--- src/rtl/core/ntc_pkg.sv ---
// ----------------------------------------------------------------------------
// ntc_pkg: shared types and constants of the NTC temperature converter
// Item classes, status codes and fixed-point constants.
// ----------------------------------------------------------------------------
package ntc_pkg;

  typedef enum logic [1:0] {
    KIND_CALC  = 2'd0,
    KIND_VREF0 = 2'd1,
    KIND_FULL  = 2'd2,
    KIND_ZERO  = 2'd3
  } ntc_kind_e;

  typedef struct packed {
    ntc_kind_e   kind;
    logic [15:0] s;   // divider sample
    logic [15:0] n;   // full scale minus sample
  } ntc_item_t;

  localparam logic [2:0] ST_OK    = 3'd0;
  localparam logic [2:0] ST_VREF0 = 3'd1;
  localparam logic [2:0] ST_FULL  = 3'd2;
  localparam logic [2:0] ST_SAT   = 3'd3;
  localparam logic [2:0] ST_ZERO  = 3'd4;

  localparam logic [1:0]  REG_BETA    = 2'd0;
  localparam logic [1:0]  REG_NOMINAL = 2'd1;
  localparam logic [1:0]  REG_FULL    = 2'd2;

  localparam logic [15:0] ZERO_C_CENTI = 16'd27315;
  localparam logic [15:0] NEG_ZERO_C   = 16'h954D;  // -27315
  localparam logic [15:0] TEMP_MAX     = 16'h7FFF;
  localparam logic [15:0] TEMP_MIN     = 16'h8000;
  localparam logic [63:0] LN2_Q64      = 64'hB17217F7D1CF79AC;
  localparam logic [41:0] QUOT_CAP     = 42'h100_0000_0000;
  localparam logic [5:0]  FRAC_TOP     = 6'd47;
  localparam logic [6:0]  DIV_TOP      = 7'd70;
  localparam logic [6:0]  NUM_SHIFT    = 7'd33;

endpackage

--- src/rtl/core/ntc_front.sv ---
// ----------------------------------------------------------------------------
// ntc_front: sample classification
// Sorts each sample word into a special case or a full conversion.
// ----------------------------------------------------------------------------
module ntc_front #(
  parameter int ADC_BITS = 12
) (
  input  logic                valid_i,
  input  logic [ADC_BITS-1:0] adc_sample_i,
  input  logic [ADC_BITS-1:0] vref_sample_i,
  input  logic [15:0]         full_scale_i,
  input  logic                q_full_i,
  output logic                ready_o,
  output logic                push_o,
  output ntc_pkg::ntc_item_t  item_o
);
  import ntc_pkg::*;

  logic [15:0] s_ext;

  assign s_ext   = 16'(adc_sample_i);
  assign ready_o = !q_full_i;
  assign push_o  = valid_i && !q_full_i;

  always_comb begin
    item_o.s = s_ext;
    item_o.n = full_scale_i - s_ext;
    if (vref_sample_i == '0) begin
      item_o.kind = KIND_VREF0;
    end else if (s_ext >= full_scale_i) begin
      item_o.kind = KIND_FULL;
    end else if (s_ext == 16'd0) begin
      item_o.kind = KIND_ZERO;
    end else begin
      item_o.kind = KIND_CALC;
    end
  end
endmodule

--- config.mk ---
export PLATFORM = sky130hd
export DESIGN_NAME = ntc_front
export DESIGN_NICKNAME = d
export VERILOG_FILES = /design/src/rtl/core/ntc_pkg.sv /design/src/rtl/core/ntc_front.sv
export SDC_FILE = /design/constraint.sdc
export NUM_CORES = 1
export LEC_CHECK = 0
export BUFFER_PORTS_ARGS = -buffer_cell sky130_fd_sc_hd__buf_2
export CAP_MARGIN = 20
export CORE_MARGIN = 5
export CORE_UTILIZATION = 40
export DETAILED_ROUTE_END_ITERATION = 8
export GPL_TIMING_DRIVEN = 0
export PLACE_DENSITY = 0.79
export SLEW_MARGIN = 20
export SYNTH_ARGS = -nofsm -noshare
export SYNTH_HDL_FRONTEND = slang
export SYNTH_SLANG_ARGS = --single-unit
export TNS_END_PERCENT = 30
--- constraint.sdc ---
create_clock -name vclk -period 2.8
set_clock_uncertainty 0.2 [all_clocks]
set_input_delay 0.42 -clock vclk [all_inputs]
set_output_delay 0.42 -clock vclk [all_outputs]
set_load 0.01 [all_outputs]
# == After elaboration in Yosys (flattened, before gate mapping) ==
# Index checks and enable logic that the tools add are counted.
# Widths: inputs -> output; s select.
# totals
regBits,0
in_bits,42
out_inout_bits,36
elab_cells,9
# op_classes
n_addsub,1
magnitude_cmp,1
muxes,3
n_reduce_logical,4
# ops
cell,n
$ge 12x16->1,1
$logic_not 16->1,1
$sub 16x12->16,1
$logic_not 12->1,1
$mux 2,3
$logic_and 1x1->1,1
$logic_not 1->1,1

# == Logic depth before layout (Yosys ltp) ==
# depth
word_depth,4
ltp_mapped,8
mapped_depth_nobuf,8

# == Worst setup path before layout ==
# OpenSTA, ideal clock, no wires.
# synth_timing
path_type,in2out
from,input adc_sample_i[9]
to,output item_o[33] in the netlist's numbering
t_arrival_ns,2.059
required_time_ns,2.180
slack_ns,0.121
path_stages,7
n_path_buf,0
cell_sequence,inv_1 > ha_1 > and2_4 > a221o_1 > a21o_1 > o41ai_4 > o221a_1
# synth_lines
element,line_no,text
"start, declared",ntc_front.sv:9,"input logic [ADC_BITS-1:0] adc_sample_i,"
"end, declared",ntc_front.sv:15,output ntc_pkg::ntc_item_t item_o

==> results.cfg <==
[hold_path]
hp-class = primary input to primary output

[timing]
rsz0062_at_grt = true
setup-violations-final = 0
hold_viol = 0
timing.slew.headroom_pct = 65.8
period_share_pct = 98.9
slew_viol_final = 0
setup_ws_ns = 0.0312
fin_crit_ns = 2.77
clock.fmax_ghz = 0.361
tightest_slew_ns = 0.508

[synth]
synth_cell_types = 40
syn_area_um2 = 975
yosysWarnings = 0
seq_area_frac_synth_pct = 0
postSynthAreaPerCell_um2 = 7.22
yosys-top-cells-count = inv_1, buf_4, ha_1, nand2_1, xnor2_1
synth.most_common_cell = inv_1
yosys.area.top_type = ha_1
synth_top_area_share_pct = 15.4
synth_area_leaders = ha_1, buf_4, xnor2_1
syn-instance-count = 135

[job]
cap_violations = 0

[global_route]
overflow = 0
antenna_found_initial = 0
grt_pass1_vias = 1242
grt_pass1_wl_um = 5070
grt_max_degree = 10
grt.total_usage_pct = 17.8

[final_layout]
nNetsFinal = 278
nClkBuffers = 0
stdcell_count = 249
fill_cells = 192
post_route_cells_drive_above_1_share_pct = 55.2
final-seq-area_um2 = 0
final_util_pct = 70.7
nFlopsAndLatches = 0
antenna_cells = 0
layout-area-overhead-vs-synth_pct = 65.1

[floorplan]
die_height_um = 59.4
std_cell_rows = 17
ios = 78
coreArea_mm2 = 0.00228
start_util_pct = 42.8
die_w_um = 59.4
dieArea_mm2 = 0.00352

[setup_path]
crit_type = primary input to primary output
endpoint_kind = primary output
cp_slowest_stage_delay_ns = 0.36
crit_chain = buf_2 -> inv_2 -> ha_4 -> fa_2 -> nor2b_4 -> o21bai_4 -> a211oi_4 -> o41ai_4 -> o221a_1 -> buf_2
cp_max_fo = 3
start_kind = primary input
crit_required_ns = 2.18
cpMaxStageDelayCell = fa_2
worstPathArrival_ns = 2.15
crit_top_cell = buf_2

[power_and_ir_drop]
p_leak_uw = 0.000868
internal_power_uw = 183
p_seq_share_pct = 0
vdd_drop_max_v = 0.000161
combPwrFrac_pct = 100.0
p_sw_uw = 182
swShare_pct = 49.9
p_clk_share_pct = 0
power_density_mw_per_mm2 = 227
total_power_uw = 365

[route]
avgRoutedWirePerCell_um = 13.1
wl_um = 3270
drc = 0
drt_pass1_iterations = 4
routed_via_density = 5.10
num_vias = 1271
antenna_left = 0
drt_iter0_markers = 39

[place]
dp.cells = 240
routabilityCongestion = 0.764
port-buffer-count = 74
place_worst_setup_slack_ns = -0.205
dp_hpwl_um = 2520

[run_status]
outcome = finished clean

[clock_network]
hold_buffers = 0
[layout make-up]
type / count / area [um2] / share of cell area [%]
buffer: 17 / 134 / 8.32
timing repair buffer: 83 / 473 / 29.4
inverter: 19 / 76.3 / 4.74
multi-input combinational: 102 / 891 / 55.4
tap: 28 / 35.0 / 2.18
[critical path, delay by kind of cell]
family                   cells  cell delay (ns)
AO/OA/AOI/OAI                4             0.79
adder cells (fa/ha/maj)      2             0.51
AND/OR/NAND/NOR              1             0.15
buffers and inverters        3             0.27
[power by group through the flow]
stage	registers [uW]	logic (uW)	clock network, uW
global route	0	398	0
floorplan	0	198	0
CTS	0	337	0
global placement	0	305	0
detailed placement	0	308	0
finish	0	365	0
[routing by layer]
metal,up-vias,part of all wire [%],routed length (um),GRT usage [%]
li1,628,-,-,-
met1,575,40,1310,22.0
met2,64,48,1570,32.4
met3,4,11,348,2.61
met4,0,1.2,40,2.91
met5,-,0,0,0
[timing repair]
item,4_1_cts,5_1_grt
setup endpoints to repair,8,8
pin swaps,10,9
buffers inserted,7,2
resized for setup,16,14
[placed cells by master, fill, tap and decap left out, types with 4 or more instances in the layout]
master,n
buf_6,4
a21oi_1,6
conb_1,4
nand2_1,9
nor4_1,7
ha_1,8
buf_2,69
ha_4,4
xnor2_1,10
buf_4,25
nand3_1,5
inv_1,16
nor2_1,6
[path summary, 6_finish.rpt]
check	start	endpoint	slack (ns)	depth (start not counted)
hold / removal	q_full_i	ready_o	0.88	3
setup / recovery	full_scale_i[0]	item_o[33]	0.03	10
[per-stage QoR]
step	cell area, um2	hold slack [ns]	TNS, ns
after floorplan	986	0.684	0
after global placement	1390	0.880	-0.605
after detailed placement	1390	0.882	-0.695
after CTS	1520	0.882	-0.0505
after global routing	1610	0.901	-0.148
final	1610	0.880	0
[cells by family (layout without fill, tap and decap cells)]
logic type	Yosys count	count (layout)	synth area share, %
simple gates	41	41	22.3
mux	2	2	2.05
xor+xnor	13	13	11.7
buf+inv	36	119	21.1
compound gates	29	29	25.0
other cells	1	4	0.385
fa+ha+maj	13	13	17.5
Note: power is estimated with default switching activity, not from simulation.
