--- src/rtl/core/ntc_pkg.sv ---
// ----------------------------------------------------------------------------
// ntc_pkg: shared types and constants of the NTC temperature converter
// Item classes, status codes and fixed-point constants.
// ----------------------------------------------------------------------------
package ntc_pkg;

  typedef enum logic [1:0] {
    KIND_CALC  = 2'd0,
    KIND_VREF0 = 2'd1,
    KIND_FULL  = 2'd2,
    KIND_ZERO  = 2'd3
  } ntc_kind_e;

  typedef struct packed {
    ntc_kind_e   kind;
    logic [15:0] s;   // divider sample
    logic [15:0] n;   // full scale minus sample
  } ntc_item_t;

  localparam logic [2:0] ST_OK    = 3'd0;
  localparam logic [2:0] ST_VREF0 = 3'd1;
  localparam logic [2:0] ST_FULL  = 3'd2;
  localparam logic [2:0] ST_SAT   = 3'd3;
  localparam logic [2:0] ST_ZERO  = 3'd4;

  localparam logic [1:0]  REG_BETA    = 2'd0;
  localparam logic [1:0]  REG_NOMINAL = 2'd1;
  localparam logic [1:0]  REG_FULL    = 2'd2;

  localparam logic [15:0] ZERO_C_CENTI = 16'd27315;
  localparam logic [15:0] NEG_ZERO_C   = 16'h954D;  // -27315
  localparam logic [15:0] TEMP_MAX     = 16'h7FFF;
  localparam logic [15:0] TEMP_MIN     = 16'h8000;
  localparam logic [63:0] LN2_Q64      = 64'hB17217F7D1CF79AC;
  localparam logic [41:0] QUOT_CAP     = 42'h100_0000_0000;
  localparam logic [5:0]  FRAC_TOP     = 6'd47;
  localparam logic [6:0]  DIV_TOP      = 7'd70;
  localparam logic [6:0]  NUM_SHIFT    = 7'd33;

endpackage

--- src/rtl/core/ntc_queue.sv ---
// ----------------------------------------------------------------------------
// ntc_queue: small FIFO between classification and arithmetic
// Holds classified items so either side can stall on its own.
// ----------------------------------------------------------------------------
module ntc_queue #(
  parameter int DEPTH = 2
) (
  input  logic               clk_i,
  input  logic               rst_ni,
  input  logic               push_i,
  input  ntc_pkg::ntc_item_t item_i,
  input  logic               pop_i,
  output logic               full_o,
  output logic               valid_o,
  output ntc_pkg::ntc_item_t item_o
);
  import ntc_pkg::*;

  localparam int PW = (DEPTH > 1) ? $clog2(DEPTH) : 1;
  localparam int CW = $clog2(DEPTH + 1);

  ntc_item_t     mem_q [DEPTH];
  logic [PW-1:0] wp_q, rp_q;
  logic [CW-1:0] cnt_q;

  assign full_o  = (cnt_q == CW'(DEPTH));
  assign valid_o = (cnt_q != '0);
  assign item_o  = mem_q[rp_q];

  always_ff @(posedge clk_i) begin
    if (push_i) begin
      mem_q[wp_q] <= item_i;
    end
  end

  always_ff @(posedge clk_i or negedge rst_ni) begin
    if (!rst_ni) begin
      wp_q  <= '0;
      rp_q  <= '0;
      cnt_q <= '0;
    end else begin
      if (push_i) begin
        wp_q <= (wp_q == PW'(DEPTH - 1)) ? '0 : wp_q + 1'b1;
      end
      if (pop_i) begin
        rp_q <= (rp_q == PW'(DEPTH - 1)) ? '0 : rp_q + 1'b1;
      end
      if (push_i && !pop_i) begin
        cnt_q <= cnt_q + 1'b1;
      end else if (pop_i && !push_i) begin
        cnt_q <= cnt_q - 1'b1;
      end
    end
  end
endmodule

--- config.mk ---
export PLATFORM = sky130hd
export DESIGN_NAME = ntc_queue
export DESIGN_NICKNAME = d
export VERILOG_FILES = /design/src/rtl/core/ntc_pkg.sv /design/src/rtl/core/ntc_queue.sv
export SDC_FILE = /design/constraint.sdc
export NUM_CORES = 1
export LEC_CHECK = 0
export BUFFER_PORTS_ARGS = -buffer_cell sky130_fd_sc_hd__buf_2
export CAP_MARGIN = 25
export CORE_MARGIN = 2
export CORE_UTILIZATION = 50
export DETAILED_ROUTE_END_ITERATION = 7
export PLACE_DENSITY = 0.75
export SLEW_MARGIN = 20
export SYNTH_ARGS = -nofsm -noshare
export SYNTH_HDL_FRONTEND = slang
export SYNTH_SLANG_ARGS = --single-unit
--- constraint.sdc ---
create_clock -name clk_i -period 2.95 [get_ports clk_i]
set_input_delay 0.59 -clock clk_i [delete_from_list [all_inputs] [get_ports clk_i]]
set_output_delay 0.59 -clock clk_i [all_outputs]
set_load 0.01 [all_outputs]
==> Yosys cells after proc, flatten, opt, wreduce, memory -nomap -nowiden <==
Memories as Yosys holds them, arrays and structs flattened.
Cells that the tools add are included.
{ "word_totals": {"reg_bits": 4, "latchBits": 0, "mem_bits_rw": 68, "mem_bits_ro": 0, "output_inout_bits": 36, "memories": 1} }
{ "op_classes": {"n_addsub": 4, "multipliers": 0, "div": 0, "magnitude_cmp": 0, "n_eq_ne": 1, "shift": 0, "mux": 6, "bitwise_logic": 0, "reduce_logical": 6} }
{ "memory_table": {"columns": ["memory", "words", "width", "rd", "rd_clocked_by_memory_dff", "write_ports", "line", "source"], "rows": [
  ["mem_q", 2, 34, 1, 0, 1, "ntc_queue.sv:22", "ntc_item_t mem_q [DEPTH];"]
]} }
{ "ops": {"columns": ["cell", "n"], "rows": [
  ["$mux W1", 4],
  ["$mux W2", 2],
  ["$reduce_bool A2 Y1", 2],
  ["$add A1 B1 Y1 const B", 2],
  ["$add A2 B1 Y2 const B", 1],
  ["$eq A2 B2 Y1 const B", 1],
  ["$logic_and A1 B1 Y1", 2],
  ["$logic_not A1 Y1", 2],
  ["$sub A2 B1 Y2 const B", 1]
]} }

==> Longest topological paths before layout <==
Gate-level depths: netlist of run 1.
{ "depth": {"depth_word": 4, "mapped_depth": 5} }

==> Worst setup path before layout of run 1 <==
Ideal clock, no wire load.
{ "synth_timing": {"path_kind": "input to register", "startpoint": "input push_i", "endpoint": "memory mem_q[0][0] (netlist name), enable pin", "setup_ps": 429, "t_arrival_ps": 2123, "slack_ps": 398, "path_stages": 1, "n_path_buf": 0, "path_cell_list": "nor2b_1"} }
{ "synth_between": {"elab_chain_cells": 2} }
{ "synth_rtl": {"columns": ["element", "line", "source"], "rows": [
  ["from (decl)", "ntc_queue.sv:10", "input logic push_i,"],
  ["$mux W1", "ntc_queue.sv:31", "if (push_i) begin"],
  ["$mux W1 (not written as such)", "ntc_queue.sv:32", "mem_q[wp_q] <= item_i;"],
  ["to (decl)", "ntc_queue.sv:22", null]
]} }
No other way between the ends.

==> impl_metrics.xml, run 1 <==
<?xml version="1.0" encoding="UTF-8"?>
<metrics>
  <group name="timing">
    <metric name="fin_crit" unit="ns">2.38</metric>
    <metric name="fin_skew" unit="ns">0.00334</metric>
    <metric name="final-setup-viol-count" unit="">0</metric>
    <metric name="worst_pin_slew" unit="ns">0.837</metric>
    <metric name="slew_headroom" unit="%">44.2</metric>
    <metric name="final_hold_viol_count" unit="">0</metric>
    <metric name="postLayoutSetupSlackWorst" unit="ns">0.568</metric>
    <metric name="highest_clock_rate" unit="MHz">420</metric>
    <metric name="grt_setup_unrepaired" unit="">false</metric>
    <metric name="final-max-slew-violation-count" unit="">0</metric>
    <metric name="total_negative_setup_slack" unit="ns">0</metric>
    <metric name="post-route-period-util" unit="%">80.8</metric>
  </group>
  <group name="detailed_routing">
    <metric name="remaining_drcs" unit="">0</metric>
    <metric name="vias" unit="">1356</metric>
    <metric name="drt_first_iter_violations" unit="">45</metric>
    <metric name="finalWirelength" unit="um">4630</metric>
    <metric name="ant_nets" unit="">0</metric>
    <metric name="drtPass1Iterations" unit="">6</metric>
    <metric name="viasPerCell" unit="">4.83</metric>
    <metric name="route.detailed.wl_per_inst" unit="um">16.5</metric>
  </group>
  <group name="critical_path">
    <metric name="crit_fanout" unit="">20</metric>
    <metric name="endpoint_required_time_on_the_critical_path" unit="ns">2.36</metric>
    <metric name="r2r.worst_path.cells" unit="">1</metric>
    <metric name="worst_reg2reg_endpoint" unit="">mem_q[1][29]</metric>
    <metric name="startpoint_of_the_most_critical_register_to_register_path" unit="">wp_q</metric>
    <metric name="crit_path_end_kind" unit="">output port</metric>
    <metric name="worstPathArrival" unit="ns">1.79</metric>
    <metric name="critical_path.startpoint_type" unit="">register</metric>
    <metric name="worst-r2r-setup-slack" unit="ns">1.41</metric>
    <metric name="cp-startpoint" unit="">rp_q</metric>
    <metric name="setup.worst_path.class" unit="">register to output port</metric>
  </group>
  <group name="clocking">
    <metric name="cts.sinks" unit="">72</metric>
    <metric name="ctsResizeCount" unit="">0</metric>
    <metric name="cts_max_path_buffers" unit="">2</metric>
    <metric name="hold_buffers" unit="">0</metric>
    <metric name="cts_htree_levels" unit="">3</metric>
    <metric name="cts_made_buffers" unit="">9</metric>
    <metric name="cts_post_setup_buffers_inserted" unit="">0</metric>
    <metric name="clk-insertion-delay-late" unit="ns">0.33</metric>
    <metric name="cts_tree" unit="">built</metric>
    <metric name="clk_root_buffer_cell" unit="">sky130_fd_sc_hd__clkbuf_8</metric>
    <metric name="cts.clk_slew.worst_paths" unit="ns">0.07</metric>
  </group>
  <group name="final_layout">
    <metric name="layout-drive-gt1-share" unit="%">59.3</metric>
    <metric name="layout-area-overhead-vs-synth" unit="%">21.5</metric>
    <metric name="stdcell_area" unit="um^2">3390</metric>
    <metric name="fill_cell_count" unit="">400</metric>
    <metric name="antennaDiodeCount" unit="">0</metric>
    <metric name="final_net_count" unit="">243</metric>
    <metric name="mostFrequentLayoutCell" unit="">sky130_fd_sc_hd__buf_2</metric>
    <metric name="final_cell_mix" unit="">sky130_fd_sc_hd__buf_2, sky130_fd_sc_hd__edfxtp_1, sky130_fd_sc_hd__mux2_4, sky130_fd_sc_hd__clkbuf_8, sky130_fd_sc_hd__mux2_2</metric>
  </group>
  <group name="floorplan">
    <metric name="floorplan.die.height" unit="um">78.8</metric>
    <metric name="floorplan.initialDensity" unit="%">51.4</metric>
    <metric name="die-area" unit="um^2">6200</metric>
    <metric name="rows" unit="">27</metric>
    <metric name="design.portCount" unit="">74</metric>
    <metric name="fp.dieW" unit="um">78.8</metric>
    <metric name="core_area" unit="um^2">5440</metric>
  </group>
  <group name="yosys">
    <metric name="mean_cell_area_of_the_mapped_netlist" unit="um^2">22.9</metric>
    <metric name="yosysTopAreaCell" unit="">sky130_fd_sc_hd__edfxtp_1</metric>
    <metric name="netlist.area_leader.share" unit="%">73.1</metric>
    <metric name="synth_sequential_area_ratio" unit="%">76.7</metric>
    <metric name="synth.net_count" unit="">161</metric>
    <metric name="ys_ff_latch" unit="">72</metric>
    <metric name="post_synth_inst_count" unit="">122</metric>
    <metric name="synth_top_cells_by_area" unit="">sky130_fd_sc_hd__edfxtp_1, sky130_fd_sc_hd__mux2_4, sky130_fd_sc_hd__dfrtp_1, sky130_fd_sc_hd__buf_12, sky130_fd_sc_hd__mux2_2</metric>
    <metric name="synth_cell_types" unit="">14</metric>
    <metric name="syn-cell-area" unit="um^2">2790</metric>
    <metric name="yosys_warnings" unit="">0</metric>
  </group>
  <group name="global_route">
    <metric name="grt_pass1_wl" unit="um">7130</metric>
    <metric name="grt_remaining_overflow" unit="">0</metric>
    <metric name="pin_count_of_the_biggest_net_entering_global_routing" unit="">35</metric>
    <metric name="first_global_vias" unit="">1503</metric>
    <metric name="number_of_antenna_violations_at_the_first_check_in_global_routing" unit="">0</metric>
    <metric name="grt_util_all_layers" unit="%">16.0</metric>
  </group>
  <group name="place">
    <metric name="detailed_place.area" unit="um^2">3220</metric>
    <metric name="dpl_worst_slack" unit="ns">0.899</metric>
    <metric name="hpwlAfterDp" unit="um">3120</metric>
    <metric name="place.port_buffers" unit="">73</metric>
    <metric name="gp_congestion" unit="">0.653</metric>
  </group>
  <group name="hold_path">
    <metric name="worst_hold_path_type" unit="">input port to async pin</metric>
  </group>
  <group name="run">
    <metric name="max_cap_violations" unit="">0</metric>
  </group>
  <group name="status">
    <metric name="result_of_the_run" unit="">completed</metric>
  </group>
  <group name="pwr">
    <metric name="total_power" unit="mW">3.17</metric>
    <metric name="pwr_density_cell" unit="nW/um^2">934</metric>
    <metric name="irDropWorstVdd" unit="V">0.000643</metric>
    <metric name="p_leak" unit="nW">1.38</metric>
  </group>
</metrics>
==> worst max-delay path by stage <==
| stage | to | cells after the start |
|---|---|---|
| 2_1_floorplan | mem_q[0][0] | 1 |
| 3_3_place_gp | item_o[14] | 3 |
| 3_5_place_dp | item_o[20] | 3 |
| 4_1_cts | item_o[20] | 3 |
| 5_1_grt | item_o[20] | 3 |
| 6_report | item_o[20] | 3 |
==> logic make-up (layout without fill, tap and decap cells) <==
family / count (synthesis) / after routing / share of synthesized area (%)
flip-flops: 72 / 72 / 76.7
multiplexers: 34 / 34 / 17.6
XOR/XNOR: 5 / 5 / 1.57
AND/OR/NAND/NOR: 5 / 5 / 1.03
buffers and inverters: 5 / 92 / 2.69
adder cells (fa/ha/maj): 1 / 1 / 0.448
==> routing by layer <==
metal	up-vias	part of all wire (%)	track usage [%]
met3	9	6.0	4.09
met2	53	52	27.8
met5	-	0	0
li1	635	-	-
met4	0	1.5	8.42
met1	659	41	18.2
==> flip-flops by register name, indices dropped and copies added, names as in the netlist <==
signal  count
wp_q        1
mem_q      68
cnt_q       2
rp_q        1
==> cells in the mapped netlist <==
cell	count
sky130_fd_sc_hd__nor2b_1	2
sky130_fd_sc_hd__mux2_2	5
sky130_fd_sc_hd__or2_2	1
sky130_fd_sc_hd__ha_1	1
sky130_fd_sc_hd__buf_12	3
sky130_fd_sc_hd__and2_1	1
sky130_fd_sc_hd__edfxtp_1	68
sky130_fd_sc_hd__nor2_1	1
sky130_fd_sc_hd__inv_1	1
sky130_fd_sc_hd__mux2_4	29
sky130_fd_sc_hd__xor2_1	4
sky130_fd_sc_hd__buf_6	1
sky130_fd_sc_hd__xnor2_1	1
sky130_fd_sc_hd__dfrtp_1	4
==> per-stage QoR <==
step | instances | hold WS (ns) | util (%)
6_report | 281 | 0.0523 | 62.4
3_5_place_dp | 265 | 0.403 | 59.1
5_1_grt | 281 | 0.0401 | 62.4
4_1_cts | 281 | 0.0407 | 62.4
3_3_place_gp | 265 | 0.401 | 59.1
2_1_floorplan | 122 | 0.294 | -
==> area by class of cell <==
| class | instances | area, um^2 | share of cell area [%] |
|---|---|---|---|
| inverter | 1 | 3.75 | 0.111 |
| timing repair buffer | 75 | 393 | 11.6 |
| tap | 72 | 90.1 | 2.65 |
| clock buffer | 10 | 128 | 3.76 |
| sequential | 72 | 2140 | 63.2 |
| multi-input combinational | 45 | 586 | 17.3 |
| clock inverter | 6 | 50.0 | 1.47 |
==> power by group <==
part	total (mW)	internal, mW	switching (mW)
Combinational	0.971	0.531	0.439
Clock	0.705	0.378	0.327
Sequential	1.49	1.36	0.128
Total	3.17	2.27	0.894
==> worst max-delay path, cell delays in order (launching register included) <==
cell and delay (ns):
sky130_fd_sc_hd__dfrtp_2 0.70, sky130_fd_sc_hd__buf_12 0.26, sky130_fd_sc_hd__mux2_2 0.36, sky130_fd_sc_hd__buf_2 0.14
No activity file was read; power rests on OpenSTA's default activity.
==> run 2, diff against run 1 <==
--- a/config.mk
+++ b/config.mk
@@ -8,9 +8,9 @@
 export BUFFER_PORTS_ARGS = -buffer_cell sky130_fd_sc_hd__buf_2
 export CAP_MARGIN = 25
 export CORE_MARGIN = 2
-export CORE_UTILIZATION = 50
+export CORE_UTILIZATION = 47
 export DETAILED_ROUTE_END_ITERATION = 7
-export PLACE_DENSITY = 0.75
+export PLACE_DENSITY = 0.74
 export SLEW_MARGIN = 20
 export SYNTH_ARGS = -nofsm -noshare
 export SYNTH_HDL_FRONTEND = slang
==> constraint.sdc (replaced) <==
create_clock -name clk_i -period 2.04 [get_ports clk_i]
set_input_delay 0.408 -clock clk_i [delete_from_list [all_inputs] [get_ports clk_i]]
set_output_delay 0.408 -clock clk_i [all_outputs]
set_load 0.01 [all_outputs]
==> run 2 against run 1 <==
Global-route usage down 3.0 points. Critical path depth unchanged. Utilization down 3.0 points. Combinational power up 58%. Clock-buffer cell count up 1. Critical endpoint unchanged. Largest power group unchanged. Highest routed layer unchanged.
==> impl_metrics.xml, run 2 (synthesized netlist as in run 1, its figures left out) <==
<?xml version="1.0" encoding="UTF-8"?>
<metrics>
  <group name="status">
    <metric name="result_of_the_run" unit="">completed</metric>
  </group>
  <group name="final_layout">
    <metric name="antennaDiodeCount" unit="">0</metric>
    <metric name="final_core_utilization" unit="%">59.4</metric>
    <metric name="largest_register" unit="">mem_q</metric>
    <metric name="largest_register_ffs" unit="">68</metric>
    <metric name="layout-area-overhead-vs-synth" unit="%">23.6</metric>
    <metric name="layout-drive-gt1-share" unit="%">60.9</metric>
    <metric name="final_cell_mix" unit="">sky130_fd_sc_hd__buf_2, sky130_fd_sc_hd__edfxtp_1, sky130_fd_sc_hd__mux2_4, sky130_fd_sc_hd__clkbuf_8, sky130_fd_sc_hd__buf_4</metric>
    <metric name="final_net_count" unit="">250</metric>
    <metric name="mostFrequentLayoutCell" unit="">sky130_fd_sc_hd__buf_2</metric>
    <metric name="leading_registers_by_flop_count" unit="">mem_q x68, cnt_q x2</metric>
  </group>
  <group name="critical_path">
    <metric name="critical_path.startpoint_type" unit="">register</metric>
    <metric name="endpoint_required_time_on_the_critical_path" unit="ns">1.63</metric>
    <metric name="crit_path_end_kind" unit="">output port</metric>
    <metric name="worstPathArrival" unit="ns">1.42</metric>
    <metric name="crit_fanout" unit="">20</metric>
    <metric name="setup.worst_path.class" unit="">register to output port</metric>
  </group>
  <group name="detailed_routing">
    <metric name="remaining_drcs" unit="">0</metric>
    <metric name="drtPass1Iterations" unit="">4</metric>
    <metric name="vias" unit="">1348</metric>
    <metric name="ant_nets" unit="">0</metric>
    <metric name="drt_first_iter_violations" unit="">39</metric>
    <metric name="viasPerCell" unit="">4.65</metric>
    <metric name="route.detailed.wl_per_inst" unit="um">13.8</metric>
    <metric name="finalWirelength" unit="um">4010</metric>
  </group>
  <group name="clocking">
    <metric name="cts.sinks" unit="">72</metric>
    <metric name="cts.clk_slew.worst_paths" unit="ns">0.07</metric>
    <metric name="cts_made_buffers" unit="">9</metric>
    <metric name="cts_tree" unit="">built</metric>
    <metric name="clk_root_buffer_cell" unit="">sky130_fd_sc_hd__clkbuf_8</metric>
    <metric name="cts_htree_levels" unit="">3</metric>
    <metric name="clk-insertion-delay-late" unit="ns">0.32</metric>
    <metric name="cts_max_path_buffers" unit="">2</metric>
  </group>
  <group name="pwr">
    <metric name="pwr_density_cell" unit="nW/um^2">1340</metric>
    <metric name="p_leak" unit="nW">1.41</metric>
    <metric name="irDropWorstVdd" unit="V">0.000917</metric>
    <metric name="total_power" unit="mW">4.61</metric>
  </group>
  <group name="floorplan">
    <metric name="floorplan.die.height" unit="um">81.1</metric>
    <metric name="die-area" unit="um^2">6580</metric>
    <metric name="rows" unit="">28</metric>
    <metric name="design.portCount" unit="">74</metric>
    <metric name="floorplan.initialDensity" unit="%">48.0</metric>
    <metric name="core_area" unit="um^2">5820</metric>
    <metric name="fp.dieW" unit="um">81.1</metric>
  </group>
  <group name="timing">
    <metric name="final-max-slew-violation-count" unit="">0</metric>
    <metric name="final-setup-viol-count" unit="">0</metric>
    <metric name="fin_skew" unit="ns">0.00440</metric>
    <metric name="worst_pin_slew" unit="ns">0.264</metric>
    <metric name="highest_clock_rate" unit="MHz">546</metric>
    <metric name="fin_crit" unit="ns">1.83</metric>
    <metric name="final_hold_viol_count" unit="">0</metric>
    <metric name="slew_headroom" unit="%">82.4</metric>
    <metric name="total_negative_setup_slack" unit="ns">0</metric>
    <metric name="grt_setup_unrepaired" unit="">false</metric>
    <metric name="post-route-period-util" unit="%">89.7</metric>
    <metric name="postLayoutSetupSlackWorst" unit="ns">0.210</metric>
  </group>
  <group name="place">
    <metric name="dpl_worst_slack" unit="ns">0.362</metric>
    <metric name="gp_congestion" unit="">0.682</metric>
    <metric name="place.port_buffers" unit="">73</metric>
    <metric name="hpwlAfterDp" unit="um">2760</metric>
  </group>
  <group name="global_route">
    <metric name="first_global_vias" unit="">1386</metric>
    <metric name="pin_count_of_the_biggest_net_entering_global_routing" unit="">21</metric>
    <metric name="grt_remaining_overflow" unit="">0</metric>
    <metric name="grt_util_all_layers" unit="%">13.0</metric>
    <metric name="grt_pass1_wl" unit="um">6130</metric>
    <metric name="number_of_antenna_violations_at_the_first_check_in_global_routing" unit="">0</metric>
  </group>
  <group name="run">
    <metric name="max_cap_violations" unit="">0</metric>
  </group>
  <group name="hold_path">
    <metric name="worst_hold_path_type" unit="">input port to register</metric>
  </group>
</metrics>
==> run 2: report_power, final <==
| group | internal [mW] | switching, mW | total [mW] | leakage (nW) |
|---|---|---|---|---|
| Clock | 0.552 | 0.451 | 1.00 | 0.0868 |
| Sequential | 1.97 | 0.101 | 2.07 | 0.684 |
| Combinational | 0.826 | 0.709 | 1.53 | 0.644 |
==> run 2: final timing paths <==
path                            slack (ns)      endpoint        from  cells after the start
worst max-delay path                  0.21    item_o[20]        rp_q                      3
worst min-delay path                  0.27  mem_q[1][13]  item_i[13]                      1
worst max register to register        0.87  mem_q[1][23]        wp_q                      2
worst min register to register        0.49      cnt_q[1]    cnt_q[1]                      1
max in group asynchronous             1.47          rp_q      rst_ni                      2
min in group asynchronous             0.43      cnt_q[0]      rst_ni                      2
==> run 2: timing repair <==
action	CTS	global route
hold buffers	1	0
resized for setup	0	0
hold endpoints to repair	4	0
setup endpoints to repair	1	0
setup buffers	2	0
==> run 2: metal layers <==
| metal | vias to the layer above | share of wire, % | GRT usage, % | wire length (um) |
|---|---|---|---|---|
| met2 | 52 | 48 | 20.4 | 1910 |
| li1 | 651 | - | - | - |
| met4 | 0 | 0.35 | 7.12 | 14 |
| met1 | 643 | 44 | 15.8 | 1770 |
| met5 | - | 0 | 0 | 0 |
| met3 | 2 | 7.7 | 4.56 | 308 |
==> run 2: per-stage QoR <==
| stage | hold slack [ns] | cells | cell area (um^2) |
|---|---|---|---|
| global placement | 0.217 | 272 | 3250 |
| finish | 0.269 | 290 | 3450 |
| global route | 0.244 | 290 | 3450 |
| CTS | 0.246 | 290 | 3450 |
| detailed placement | 0.219 | 272 | 3250 |
| floorplan | 0.112 | 122 | 2800 |
==> run 2: worst max-delay path: stages (launching register included) <==
cell and delay [ns]:
sky130_fd_sc_hd__dfrtp_2 0.40, sky130_fd_sc_hd__buf_12 0.20, sky130_fd_sc_hd__mux2_2 0.35, sky130_fd_sc_hd__buf_2 0.14
==> run 2: area by class of cell <==
| class | count | area [um^2] |
|---|---|---|
| Clock buffer | 11 | 131 |
| Clock inverter | 4 | 46.3 |
| Fill cell | 468 | 2360 |
| Inverter | 1 | 3.75 |
| Multi-Input combinational cell | 45 | 586 |
| Sequential cell | 72 | 2140 |
| Tap cell | 75 | 93.8 |
| Timing Repair Buffer | 82 | 448 |
==> run 3, diff against run 2 <==
--- a/config.mk
+++ b/config.mk
@@ -7,6 +7,7 @@
 export LEC_CHECK = 0
 export BUFFER_PORTS_ARGS = -buffer_cell sky130_fd_sc_hd__buf_2
 export CAP_MARGIN = 25
+export CORE_ASPECT_RATIO = 1.25
 export CORE_MARGIN = 2
 export CORE_UTILIZATION = 47
 export DETAILED_ROUTE_END_ITERATION = 7
==> run 3 against run 2 <==
Final area up 0.15%. Fmax down 4.2%. Critical path type unchanged. Via count up 3.7%. Die area about the same. Largest cell class unchanged. Cell count down 1.7%. First-iteration DRC count rose to 2.6 times the previous value. Critical path depth unchanged. Global-route usage up 1.3 points. Combinational power up 3%. Non-clock buffer count up 3. Clock skew up 0.0024 ns.
==> impl_metrics.xml, run 3 (synthesized netlist as in run 1, its figures left out) <==
<?xml version="1.0" encoding="UTF-8"?>
<metrics>
  <group name="detailed_routing">
    <metric name="met3WireLength" unit="um">243</metric>
    <metric name="viasPerCell" unit="">4.91</metric>
    <metric name="ant_nets" unit="">0</metric>
    <metric name="uppermost_metal_layer_occupied_by_signal_nets" unit="">met4</metric>
    <metric name="drtPass1Iterations" unit="">4</metric>
    <metric name="routed-wl-met2" unit="um">2280</metric>
    <metric name="remaining_drcs" unit="">0</metric>
    <metric name="finalWirelength" unit="um">4340</metric>
    <metric name="route.detailed.wl_per_inst" unit="um">15.2</metric>
    <metric name="met1_length" unit="um">1730</metric>
    <metric name="drt_first_iter_violations" unit="">102</metric>
    <metric name="vias" unit="">1398</metric>
  </group>
  <group name="pwr">
    <metric name="switching_share_of_power" unit="%">28.2</metric>
    <metric name="power.combinational.fraction" unit="%">34.4</metric>
    <metric name="pwr_density_cell" unit="nW/um^2">1330</metric>
    <metric name="power.share.clock" unit="%">19.7</metric>
    <metric name="power.share.sequential" unit="%">45.9</metric>
    <metric name="internal-power" unit="mW">3.29</metric>
    <metric name="p_leak" unit="nW">1.43</metric>
    <metric name="netSwitchingPower" unit="mW">1.29</metric>
    <metric name="irDropWorstVdd" unit="V">0.000665</metric>
  </group>
  <group name="clocking">
    <metric name="cts_max_path_buffers" unit="">2</metric>
    <metric name="clk_root_buffer_cell" unit="">sky130_fd_sc_hd__clkbuf_8</metric>
    <metric name="cts.clk_slew.worst_paths" unit="ns">0.07</metric>
    <metric name="cts.sinks" unit="">72</metric>
    <metric name="cts_tree" unit="">built</metric>
    <metric name="cts_made_buffers" unit="">9</metric>
    <metric name="clk-insertion-delay-late" unit="ns">0.33</metric>
    <metric name="cts_htree_levels" unit="">3</metric>
  </group>
  <group name="final_layout">
    <metric name="layout-area-overhead-vs-synth" unit="%">23.7</metric>
    <metric name="final_cell_mix" unit="">sky130_fd_sc_hd__buf_2, sky130_fd_sc_hd__edfxtp_1, sky130_fd_sc_hd__mux2_4, sky130_fd_sc_hd__clkbuf_8, sky130_fd_sc_hd__buf_4</metric>
    <metric name="largest_register" unit="">mem_q</metric>
    <metric name="mostFrequentLayoutCell" unit="">sky130_fd_sc_hd__buf_2</metric>
    <metric name="leading_registers_by_flop_count" unit="">mem_q x68, cnt_q x2</metric>
    <metric name="layout.area.seq" unit="um^2">2150</metric>
    <metric name="fill_cell_count" unit="">445</metric>
    <metric name="largest_register_ffs" unit="">68</metric>
    <metric name="final_net_count" unit="">253</metric>
    <metric name="multi_input_comb_area" unit="um^2">586</metric>
    <metric name="layout-drive-gt1-share" unit="%">61.2</metric>
    <metric name="post_layout_nonfiller_instances" unit="">285</metric>
    <metric name="antennaDiodeCount" unit="">0</metric>
  </group>
  <group name="critical_path">
    <metric name="critical_path.startpoint_type" unit="">register</metric>
    <metric name="crit_fanout" unit="">15</metric>
    <metric name="worstSetupEndpoint" unit="">item_o[20]</metric>
    <metric name="worstPathArrival" unit="ns">1.50</metric>
    <metric name="crit_path_end_kind" unit="">output port</metric>
    <metric name="timing.critical_path.depth" unit="">3</metric>
    <metric name="critPathBufInv" unit="">2</metric>
    <metric name="worst_path_dominant_cell_family" unit="">flip-flops</metric>
    <metric name="slowest_stage" unit="">sky130_fd_sc_hd__dfrtp_4</metric>
    <metric name="worst_reg2reg_endpoint" unit="">mem_q[1][29]</metric>
    <metric name="worst-r2r-setup-slack" unit="ns">0.84</metric>
    <metric name="cp-startpoint" unit="">rp_q</metric>
    <metric name="startpoint_of_the_most_critical_register_to_register_path" unit="">wp_q</metric>
    <metric name="crit_path_cell_trace" unit="">buf_12, mux2_2, buf_2</metric>
    <metric name="setup.worst_path.class" unit="">register to output port</metric>
    <metric name="r2r.worst_path.cells" unit="">2</metric>
    <metric name="endpoint_required_time_on_the_critical_path" unit="ns">1.63</metric>
    <metric name="critical-path-max-stage-delay" unit="ns">0.50</metric>
  </group>
  <group name="timing">
    <metric name="final-setup-viol-count" unit="">0</metric>
    <metric name="final_hold_viol_count" unit="">0</metric>
    <metric name="worst_pin_slew" unit="ns">0.269</metric>
    <metric name="final-max-slew-violation-count" unit="">0</metric>
    <metric name="post-route-period-util" unit="%">93.7</metric>
    <metric name="worst_hold_slack" unit="ns">0.262</metric>
    <metric name="fin_skew" unit="ns">0.00684</metric>
    <metric name="grt_setup_unrepaired" unit="">false</metric>
    <metric name="total_negative_setup_slack" unit="ns">0</metric>
    <metric name="fin_crit" unit="ns">1.91</metric>
    <metric name="slew_headroom" unit="%">82.0</metric>
    <metric name="highest_clock_rate" unit="MHz">523</metric>
  </group>
  <group name="place">
    <metric name="gp_congestion" unit="">0.676</metric>
    <metric name="place_inst" unit="">263</metric>
    <metric name="hpwlAfterDp" unit="um">3000</metric>
    <metric name="place.port_buffers" unit="">73</metric>
  </group>
  <group name="global_route">
    <metric name="grt_util_all_layers" unit="%">14.3</metric>
    <metric name="grt_pass1_wl" unit="um">6870</metric>
    <metric name="pin_count_of_the_biggest_net_entering_global_routing" unit="">20</metric>
    <metric name="first_global_vias" unit="">1395</metric>
    <metric name="number_of_antenna_violations_at_the_first_check_in_global_routing" unit="">0</metric>
    <metric name="grt_remaining_overflow" unit="">0</metric>
  </group>
  <group name="floorplan">
    <metric name="fp.dieW" unit="um">73.0</metric>
    <metric name="core_area" unit="um^2">5780</metric>
    <metric name="floorplan.initialDensity" unit="%">48.3</metric>
    <metric name="design.portCount" unit="">74</metric>
    <metric name="floorplan.die.height" unit="um">90.2</metric>
    <metric name="rows" unit="">31</metric>
    <metric name="die-area" unit="um^2">6580</metric>
  </group>
  <group name="run">
    <metric name="max_cap_violations" unit="">0</metric>
  </group>
  <group name="hold_path">
    <metric name="timing.hold.worst.start" unit="">item_i[12]</metric>
    <metric name="worst_hold_path_type" unit="">input port to register</metric>
  </group>
  <group name="status">
    <metric name="result_of_the_run" unit="">completed</metric>
  </group>
</metrics>
-- run 3: metal layers --
metal | vias to the layer above | global-route usage [%]
li1 | 655 | -
met1 | 695 | 16.2
met2 | 41 | 23.6
met3 | 7 | 5.27
met4 | 0 | 6.94
met5 | - | 0
-- run 3: what timing repair did --
action	CTS	global route
hold buffers	1	0
resized for setup	1	0
endpoints found under the setup margin	14	5
hold endpoints to repair	4	0
setup buffers	0	5
pin swaps	0	0
-- run 3: power groups by stage --
stage | Sequential, mW | Clock [mW] | Combinational (mW)
6_report | 2.11 | 0.901 | 1.58
5_1_grt | 2.14 | 1.01 | 1.70
4_1_cts | 2.14 | 0.937 | 1.50
3_5_place_dp | 2.16 | 0 | 1.50
3_3_place_gp | 2.15 | 0 | 1.49
2_1_floorplan | 2.07 | 0 | 1.15
-- run 3: through the flow --
stage / power, mW / cell area [um^2] / utilization [%] / setup WS [ns]
floorplan: 3.22 / 2800 / - / 0.301
global placement: 3.64 / 3250 / 56.2 / 0.344
detailed placement: 3.67 / 3250 / 56.2 / 0.326
CTS: 4.58 / 3420 / 59.2 / 0.0118
global route: 4.85 / 3460 / 59.8 / 0.0628
finish: 4.59 / 3460 / 59.8 / 0.129
-- run 3: worst min-delay path by stage --
| stage | end | slack, ns | depth (start not counted) |
|---|---|---|---|
| after floorplan | cnt_q[0] | 0.11 | 0 |
| after global placement | cnt_q[1] | 0.22 | 1 |
| after detailed placement | cnt_q[1] | 0.22 | 1 |
| after CTS | mem_q[0][12] | 0.24 | 1 |
| after global routing | mem_q[0][7] | 0.24 | 1 |
| final | mem_q[0][12] | 0.26 | 1 |
-- run 3: area by class of cell --
type | instances | area share (%)
sequential | 72 | 62.1
multi-input combinational | 45 | 16.9
timing repair buffer | 85 | 14.0
clock buffer | 12 | 3.91
tap | 66 | 2.39
clock inverter | 4 | 0.615
inverter | 1 | 0.109
-- run 3: worst register-to-register path, cell delays in order, from the launching register on --
cell and delay, ns:
sky130_fd_sc_hd__dfrtp_1 0.43, sky130_fd_sc_hd__and2_2 0.18, sky130_fd_sc_hd__buf_4 0.27
